**src/sv/kvlfp_pkg.sv**
```systemverilog
// Package for the key-value line flag parser.
// Holds the word types, status codes, character codes and match tables.
// No dependencies; used by key_value_line_flag_parser, kvlfp_line_checker and tb_top.
package kvlfp_pkg;

   localparam int COUNT_BITS = 16;
   localparam int KEY_COUNT = 3;
   localparam int WORD_COUNT = 8;
   localparam int TRUE_WORDS = 4;

   typedef struct packed {
      logic [7:0] text_byte;
      logic       final_byte;
   } req_word_type;

   typedef struct packed {
      logic [1:0]            line_status;
      logic [1:0]            matched_key;
      logic                  parsed_value;
      logic                  flag_debugger;
      logic                  flag_tracing;
      logic                  flag_stack;
      logic [COUNT_BITS-1:0] applied_count;
      logic [COUNT_BITS-1:0] unknown_count;
      logic                  buffer_done;
   } rsp_word_type;

   localparam logic [1:0] STATUS_APPLIED   = 2'd0;
   localparam logic [1:0] STATUS_UNKNOWN   = 2'd1;
   localparam logic [1:0] STATUS_MALFORMED = 2'd2;
   localparam logic [1:0] STATUS_SKIPPED   = 2'd3;

   localparam logic [1:0] FIRST_NONE  = 2'd0;
   localparam logic [1:0] FIRST_OTHER = 2'd1;
   localparam logic [1:0] FIRST_HASH  = 2'd2;

   localparam logic [7:0] CH_TAB    = 8'h09;
   localparam logic [7:0] CH_LF     = 8'h0A;
   localparam logic [7:0] CH_CR     = 8'h0D;
   localparam logic [7:0] CH_SPACE  = 8'h20;
   localparam logic [7:0] CH_HASH   = 8'h23;
   localparam logic [7:0] CH_EQUALS = 8'h3D;
   localparam logic [7:0] CH_UPPER_A = 8'h41;
   localparam logic [7:0] CH_UPPER_Z = 8'h5A;
   localparam logic [7:0] CASE_OFFSET = 8'h20;

   // Strings are right-aligned: the last character sits in the low byte.
   // The keys are held as ASCII codes: the debugger, tracing and stack policy keys.
   localparam logic [191:0] KEY_TEXT [KEY_COUNT] = '{
      192'h69676e6f_72655f64_65627567_6765725f_70726573_656e74,
      192'h69676e6f_72655f65_7477,
      192'h66616b65_5f6f6b5f_73746163_6b5f6775_6172616e_746565
   };
   localparam logic [4:0] KEY_LEN [KEY_COUNT] = '{5'd23, 5'd10, 5'd23};

   localparam logic [47:0] WORD_TEXT [WORD_COUNT] = '{
      48'("1"), 48'("true"), 48'("yes"), 48'("on"),
      48'("0"), 48'("false"), 48'("no"), 48'("off")
   };
   localparam logic [2:0] WORD_LEN [WORD_COUNT] = '{
      3'd1, 3'd4, 3'd3, 3'd2, 3'd1, 3'd5, 3'd2, 3'd3
   };

   function automatic logic [7:0] fold_case(input logic [7:0] c);
      if (c >= CH_UPPER_A && c <= CH_UPPER_Z) begin
         return c + CASE_OFFSET;
      end
      return c;
   endfunction

   function automatic logic is_blank(input logic [7:0] c);
      return (c == CH_SPACE) || (c == CH_TAB);
   endfunction

   function automatic logic [7:0] key_char_at(input logic [1:0] idx, input logic [4:0] pos);
      logic [4:0]   off;
      logic [191:0] v;
      off = KEY_LEN[idx] - 5'd1 - pos;
      v = KEY_TEXT[idx] >> {off, 3'b000};
      return v[7:0];
   endfunction

   function automatic logic [7:0] word_char_at(input logic [2:0] idx, input logic [2:0] pos);
      logic [2:0]  off;
      logic [47:0] v;
      off = WORD_LEN[idx] - 3'd1 - pos;
      v = WORD_TEXT[idx] >> {off, 3'b000};
      return v[7:0];
   endfunction

endpackage

```
**src/sv/key_value_line_flag_parser.sv**
```systemverilog
// A line end byte's result word is registered and is offered in the cycle after acceptance.
// Throughput: one byte per cycle while input is not held off; the parse state and match flags update in
// the same cycle, and a single result register carries the line result.
// Input is held off only while a result waits and the output is stalled.
// Reset (synchronous, active high) clears the parse state, the policy flags
// and both counters; the result register comes up empty.
module key_value_line_flag_parser (
   input  logic                    clock,
   input  logic                    reset,
   input  logic                    req_valid,
   output logic                    req_stall,
   input  kvlfp_pkg::req_word_type req_word,
   output logic                    rsp_valid,
   input  logic                    rsp_stall,
   output kvlfp_pkg::rsp_word_type rsp_word
);
   import kvlfp_pkg::*;

   typedef enum logic [2:0] {
      PH_LEAD   = 3'd0,
      PH_IGNORE = 3'd1,
      PH_KEY    = 3'd2,
      PH_VLEAD  = 3'd3,
      PH_VALUE  = 3'd4
   } phase_type;

   localparam logic [4:0] KEY_POS_MAX = 5'd31;
   localparam logic [2:0] VALUE_POS_MAX = 3'd7;

   phase_type             phase_ff, phase_in;
   logic [4:0]            key_pos_ff, key_pos_in;
   logic [KEY_COUNT-1:0]  key_alive_ff, key_alive_in;
   logic [2:0]            value_pos_ff, value_pos_in;
   logic [WORD_COUNT-1:0] value_alive_ff, value_alive_in;
   logic                  pending_blank_ff, pending_blank_in;
   logic [1:0]            first_byte_ff, first_byte_in;
   logic [KEY_COUNT-1:0]  flags_ff, flags_in;
   logic [COUNT_BITS-1:0] applied_ff, applied_in;
   logic [COUNT_BITS-1:0] unknown_ff, unknown_in;
   logic                  rsp_valid_ff;
   rsp_word_type          rsp_word_ff;
   rsp_word_type          result;

   logic       accept;
   logic       line_end;
   logic [7:0] c;
   logic [7:0] fc;
   logic       key_found;
   logic [1:0] key_idx;
   logic       word_found;
   logic [2:0] word_idx;

   assign c         = req_word.text_byte;
   assign fc        = fold_case(c);
   assign req_stall = rsp_valid_ff & rsp_stall;
   assign accept    = req_valid & ~req_stall;
   assign line_end  = (c == CH_LF) || req_word.final_byte;
   assign rsp_valid = rsp_valid_ff;
   assign rsp_word  = rsp_word_ff;

   always_comb begin
      phase_in         = phase_ff;
      key_pos_in       = key_pos_ff;
      key_alive_in     = key_alive_ff;
      value_pos_in     = value_pos_ff;
      value_alive_in   = value_alive_ff;
      pending_blank_in = pending_blank_ff;
      first_byte_in    = first_byte_ff;
      flags_in         = flags_ff;
      applied_in       = applied_ff;
      unknown_in       = unknown_ff;
      key_found        = 1'b0;
      key_idx          = 2'd0;
      word_found       = 1'b0;
      word_idx         = 3'd0;
      result           = '0;

      if (c != CH_LF) begin
         if (first_byte_in == FIRST_NONE) begin
            first_byte_in = (c == CH_HASH) ? FIRST_HASH : FIRST_OTHER;
         end
         unique case (phase_ff)
            PH_LEAD: begin
               if (!is_blank(c)) begin
                  if (c == CH_HASH || c == CH_CR) begin
                     phase_in = PH_IGNORE;
                  end else if (c == CH_EQUALS) begin
                     phase_in = PH_VLEAD;
                  end else begin
                     phase_in = PH_KEY;
                     for (int i = 0; i < KEY_COUNT; i++) begin
                        if (key_pos_ff >= KEY_LEN[i] || key_char_at(2'(i), key_pos_ff) != fc) begin
                           key_alive_in[i] = 1'b0;
                        end
                     end
                     if (key_pos_ff < KEY_POS_MAX) key_pos_in = key_pos_ff + 5'd1;
                  end
               end
            end
            PH_KEY: begin
               if (c == CH_EQUALS) begin
                  phase_in = PH_VLEAD;
                  pending_blank_in = 1'b0;
               end else if (is_blank(c)) begin
                  pending_blank_in = 1'b1;
               end else begin
                  if (pending_blank_ff) key_alive_in = '0;
                  pending_blank_in = 1'b0;
                  for (int i = 0; i < KEY_COUNT; i++) begin
                     if (key_pos_ff >= KEY_LEN[i] || key_char_at(2'(i), key_pos_ff) != fc) begin
                        key_alive_in[i] = 1'b0;
                     end
                  end
                  if (key_pos_ff < KEY_POS_MAX) key_pos_in = key_pos_ff + 5'd1;
               end
            end
            PH_VLEAD, PH_VALUE: begin
               if (phase_ff == PH_VLEAD && is_blank(c)) begin
                  phase_in = PH_VLEAD;
               end else if (is_blank(c) || c == CH_CR) begin
                  phase_in = PH_VALUE;
                  pending_blank_in = 1'b1;
               end else begin
                  phase_in = PH_VALUE;
                  if (pending_blank_ff) value_alive_in = '0;
                  pending_blank_in = 1'b0;
                  for (int i = 0; i < WORD_COUNT; i++) begin
                     if (value_pos_ff >= WORD_LEN[i] ||
                         word_char_at(3'(i), value_pos_ff) != fc) begin
                        value_alive_in[i] = 1'b0;
                     end
                  end
                  if (value_pos_ff < VALUE_POS_MAX) value_pos_in = value_pos_ff + 3'd1;
               end
            end
            default: begin
               phase_in = phase_ff;
            end
         endcase
      end

      for (int i = KEY_COUNT - 1; i >= 0; i--) begin
         if (key_alive_in[i] && key_pos_in == KEY_LEN[i]) begin
            key_found = 1'b1;
            key_idx   = 2'(i);
         end
      end
      for (int i = WORD_COUNT - 1; i >= 0; i--) begin
         if (value_alive_in[i] && value_pos_in == WORD_LEN[i]) begin
            word_found = 1'b1;
            word_idx   = 3'(i);
         end
      end

      result.line_status = STATUS_SKIPPED;
      if (line_end) begin
         if (phase_in == PH_LEAD || phase_in == PH_IGNORE) begin
            if (first_byte_in == FIRST_OTHER) begin
               result.line_status = STATUS_UNKNOWN;
               if (unknown_ff != '1) unknown_in = unknown_ff + 1'b1;
            end
         end else if (phase_in == PH_KEY) begin
            result.line_status = STATUS_MALFORMED;
         end else if (!key_found) begin
            result.line_status = STATUS_UNKNOWN;
            if (unknown_ff != '1) unknown_in = unknown_ff + 1'b1;
         end else if (!word_found) begin
            result.line_status = STATUS_MALFORMED;
         end else begin
            result.line_status  = STATUS_APPLIED;
            result.matched_key  = key_idx;
            result.parsed_value = (word_idx < 3'(TRUE_WORDS));
            flags_in[key_idx]   = result.parsed_value;
            if (applied_ff != '1) applied_in = applied_ff + 1'b1;
         end
         phase_in         = PH_LEAD;
         key_pos_in       = '0;
         key_alive_in     = '1;
         value_pos_in     = '0;
         value_alive_in   = '1;
         pending_blank_in = 1'b0;
         first_byte_in    = FIRST_NONE;
      end
      result.flag_debugger = flags_in[0];
      result.flag_tracing  = flags_in[1];
      result.flag_stack    = flags_in[2];
      result.applied_count = applied_in;
      result.unknown_count = unknown_in;
      result.buffer_done   = req_word.final_byte;
   end

   always_ff @(posedge clock) begin
      if (reset) begin
         phase_ff         <= PH_LEAD;
         key_pos_ff       <= '0;
         key_alive_ff     <= '1;
         value_pos_ff     <= '0;
         value_alive_ff   <= '1;
         pending_blank_ff <= 1'b0;
         first_byte_ff    <= FIRST_NONE;
         flags_ff         <= '0;
         applied_ff       <= '0;
         unknown_ff       <= '0;
         rsp_valid_ff     <= 1'b0;
      end else begin
         if (accept) begin
            phase_ff         <= phase_in;
            key_pos_ff       <= key_pos_in;
            key_alive_ff     <= key_alive_in;
            value_pos_ff     <= value_pos_in;
            value_alive_ff   <= value_alive_in;
            pending_blank_ff <= pending_blank_in;
            first_byte_ff    <= first_byte_in;
            flags_ff         <= flags_in;
            applied_ff       <= applied_in;
            unknown_ff       <= unknown_in;
         end
         if (accept && line_end) begin
            rsp_valid_ff <= 1'b1;
         end else if (!rsp_stall) begin
            rsp_valid_ff <= 1'b0;
         end
      end
      if (accept && line_end) begin
         rsp_word_ff <= result;
      end
   end

   // The applied counter never goes backward outside reset.
   assert property (@(posedge clock) disable iff (reset)
      $past(!reset) |-> applied_ff >= $past(applied_ff))
      else $error("applied count decreased");

   // Every accepted line end leaves the parser at the start of a fresh line.
   assert property (@(posedge clock) disable iff (reset)
      accept && line_end |=> phase_ff == PH_LEAD && first_byte_ff == FIRST_NONE)
      else $error("line state not cleared at line end");

   // An applied result reports the flag it just wrote.
   assert property (@(posedge clock) disable iff (reset)
      rsp_valid_ff && rsp_word_ff.line_status == STATUS_APPLIED |->
         ((rsp_word_ff.matched_key == 2'd0 &&
           rsp_word_ff.flag_debugger == rsp_word_ff.parsed_value) ||
          (rsp_word_ff.matched_key == 2'd1 &&
           rsp_word_ff.flag_tracing == rsp_word_ff.parsed_value) ||
          (rsp_word_ff.matched_key == 2'd2 &&
           rsp_word_ff.flag_stack == rsp_word_ff.parsed_value)))
      else $error("applied flag mismatch");

endmodule

```
**config.mk**
```make
export PLATFORM = sky130hd
export DESIGN_NAME = key_value_line_flag_parser
export DESIGN_NICKNAME = d
export VERILOG_FILES = /design/src/sv/kvlfp_pkg.sv /design/src/sv/key_value_line_flag_parser.sv
export SDC_FILE = /design/constraint.sdc
export NUM_CORES = 1
export LEC_CHECK = 0
export BUFFER_PORTS_ARGS = -buffer_cell sky130_fd_sc_hd__clkbuf_2
export CAP_MARGIN = 25
export CORE_ASPECT_RATIO = 0.8
export CORE_MARGIN = 10
export CORE_UTILIZATION = 25
export DETAILED_ROUTE_END_ITERATION = 10
export GPL_TIMING_DRIVEN = 1
export HOLD_SLACK_MARGIN = 0.06
export SETUP_SLACK_MARGIN = 0.02
export SLEW_MARGIN = 20
export SYNTH_ARGS = -nofsm -noshare
export SYNTH_HDL_FRONTEND = slang
export SYNTH_SLANG_ARGS = --single-unit
export TNS_END_PERCENT = 20
```
**constraint.sdc**
```tcl
create_clock -name clock -period 11.5 [get_ports clock]
set_input_delay 0 -clock clock [delete_from_list [all_inputs] [get_ports clock]]
set_output_delay 0 -clock clock [all_outputs]
set_load 0.01 [all_outputs]
```
==> impl_results.md <==
* Status: finished, final reports clean
* Relative slew slack at 0.287
* CP max FO at 39
* Min cycle time layout at 5.65 ns
* Pwr Total at 0.827 mW
* Most frequent cell after synthesis: nor2_1
* Antenna violations before repair at 1
* CP arrival at 5.77 ns
* First-pass GRT wire length at 40.9 mm
* DRT Wirelength at 25.2 mm
* Number of library cell types mapped by synthesis at 94
* Syn_nets at 1043
* FP Rows at 59
* First-pass iteration count of the detailed router at 6
* H-tree Lvls at 3
* Synth area leader: edfxtp_1
* RSZ-0062 raised after global routing: no
* Adder-Cell Fraction of Synth Area at 0.0464
* XOR/XNOR Fraction of Synth Area at 0.0503
* Asr flop ratio synth at 0
* Inst Count DP at 1420
* Pwr dens at 89.5 mW/mm^2
* Drt drc at 0
* DP HPWL at 18.1 mm
* Non-filler instance count after layout at 1438
* CTS tree: done
* DRT iter0 DRCs at 829
* EDFF count, synth at 41
* R2r worst-path depth at 13
* Syn Area/Cell at 8.37 um^2
* Finished Cell Area at 0.00924 mm^2
* Largest net degree at the start of global routing at 63
* Critical path type: register to register
* Combinational share of power at 0.151
* Crit path required time at 11.62 ns
* Cell area after synthesis at 0.00836 mm^2
* Seq/Total Area, Yosys at 0.293
* Vias per cell at 5.51
* Clock root buffer: clkbuf_16
* Synth top area share at 0.147
* Gpl congestion at 0.891
* Slew Viols, Final at 0
* Placed Area at 0.00893 mm^2
* Vias in the first global route at 7352
* CP startpoint kind: register
* VDD IR max at 0.0702 mV
* Vias at 7929
* CTS Buf Count at 9
* Yosys reg bits at 102
* CTS sink cnt at 102
* I/O Pins at 56
* Die ar. at 0.0412 mm^2
* Total track usage at 0.120
* Switching power at 0.234 mW
* Largest family of logic cells by synthesized area: simple AND/OR/NAND/NOR gates
* Share of layout cells above drive strength 1 at 0.135
* Input/output buffers at 55
* Hold violation count in the final report at 0
* Internal Power at 0.593 mW
* Ys flop type: dfxtp_1
* CTS resizes at 0
* Post-layout util at 0.282
* Core Area at 0.0328 mm^2
* Synth Area in Compound Gates at 0.221
* Max-cap check violation count at 0
* Grt total ovfl at 0
* Syn Inst Count at 999
* Routed length per instance at 17.5 um
* Antenna viol nets, final at 0
* DIE HEIGHT at 184 um
* Initial Util at 0.255
* Synth area leaders: edfxtp_1 15%, dfxtp_1 15%, ha_1 4.6%
* Commonest cells in the synthesized netlist: 80 x nor2_1, 69 x nand2_1, 61 x dfxtp_1
* WHS Path Cells at 3
* Mux cell area share after synthesis at 0.0573
* DIE WIDTH at 224 um
* Final net count at 1049
* Flop pwr share at 0.472
* Switching Share at 0.283
* Ys Warns at 0
* Worst Setup End Kind: register
* Hold/Removal Path Class: input port to register
* Post-synthesis simple-gate area fraction at 0.276
* Tcrit/Tclk final at 0.491
* Worst-Skew Late Latency at 0.36 ns
* Clock Skews at 0.0103 ns
* CTS clk-pin slew, worst paths at 0.07 ns
* Final Setup Violations at 0
* Setup_tns at 0 ns
* Least-Margin Pin Slew at 1.07 ns
* Area grow syn2layout at 10.6%
* Pleak at 3.38 nW
* Clock buffer depth at 2
* Clock power frac at 0.377
* Fmax at 177 MHz
## layer usage
metal / vias to the layer above / wire length, um / GRT usage / share of wire
li1: 3756 / - / - / -
met1: 3865 / 12100 / 0.173 / 0.48
met2: 291 / 10700 / 0.173 / 0.42
met3: 17 / 2260 / 0.0373 / 0.090
met4: 0 / 170 / 0.0212 / 0.0067
met5: - / 0 / 0 / 0
## layout make-up
class	instances	area, um^2
clock buffer	9	225
inverter	40	151
sequential	102	2450
timing repair buffer	64	345
multi-input combinational	788	5470
clock inverter	7	65.1
antenna	1	2.50
fill	3511	23500
tap	427	534
## power groups by stage
stage	combinational, mW	sequential [mW]	clock, mW
after floorplan	0.0869	0.399	0
after global placement	0.122	0.398	0
after detailed placement	0.123	0.398	0
after CTS	0.124	0.390	0.318
after global routing	0.137	0.391	0.333
final	0.125	0.390	0.312
## cell usage in the layout, fill, tap and decap left out, types with 9 or more instances in the layout
master     netlist  layout
o21ai_0         35      35
nand3_1         28      28
a21oi_1         43      43
ha_1            31      31
inv_1           35      35
nand2_1         69      69
clkbuf_16        0       9
nor3_1          38      38
nor4_1           9       9
nor2b_1         31      31
mux2i_1         16      16
mux2_2          22      22
nand2b_1        20      20
nor3b_1         19      19
or4_1            9       9
xor2_1          16      16
nand4_1         25      25
and2_1           9       9
clkbuf_2         0      55
nor2_1          80      80
o211ai_1        10      10
edfxtp_1        41      41
a211oi_1        14      14
a31oi_1         18      18
dfxtp_1         61      61
and3_1          28      28
xnor2_1         32      31
a21o_1           9       9
## logic make-up (layout without fill, tap and decap cells)
logic type      count (synthesis)  count (layout)
simple gates                  415             415
compound gates                250             250
buf+inv                       109             120
flops                         102             102
xor+xnor                       48              48
mux                            44              44
fa+ha+maj                      31              31
other cells                     0               1
## per-stage QoR
step	hold slack (ns)	worst slack [ns]
floorplan	0.0989	7.28
global placement	0.243	6.09
detailed placement	0.248	5.93
CTS	0.145	5.92
global route	0.174	5.53
finish	0.152	5.85
## critical path, cell delays in order (launching register included)
cell      delay [ns]
dfxtp_1         0.77
ha_1            0.63
inv_1           0.17
ha_1            0.83
inv_2           0.15
or4_1           0.54
a32oi_1         0.26
xnor2_1         0.10
or4_1           0.59
nor3_1          0.32
a211oi_4        0.07
buf_4           0.28
nor3_1          0.34
mux2_2          0.37
## final timing paths
kind	slack, ns	end	startpoint
max	5.85	rsp_word[18]$_DFFE_PP_	key_pos_ff[0]$_SDFFE_PP0P_
min	0.15	rsp_valid$_SDFFE_PP0P_	rsp_stall
max reg2reg	5.85	rsp_word[18]$_DFFE_PP_	key_pos_ff[0]$_SDFFE_PP0P_
min reg2reg	0.46	flags_ff[2]$_SDFFE_PP0P_	flags_ff[2]$_SDFFE_PP0P_
## flip-flops by register name (all words and copies together), names as in the netlist, 5 cells and up
signal and flops:
rsp_word 41, applied_ff 16, unknown_ff 16, value_alive_ff 8, key_pos_ff 5
## timing repair
action / in CTS / in global routing
hold buffers: 1 / 0
endpoints found under the hold margin: 1 / 0
setup buffers: 0 / 0
Power figures use the tool's default switching activity.
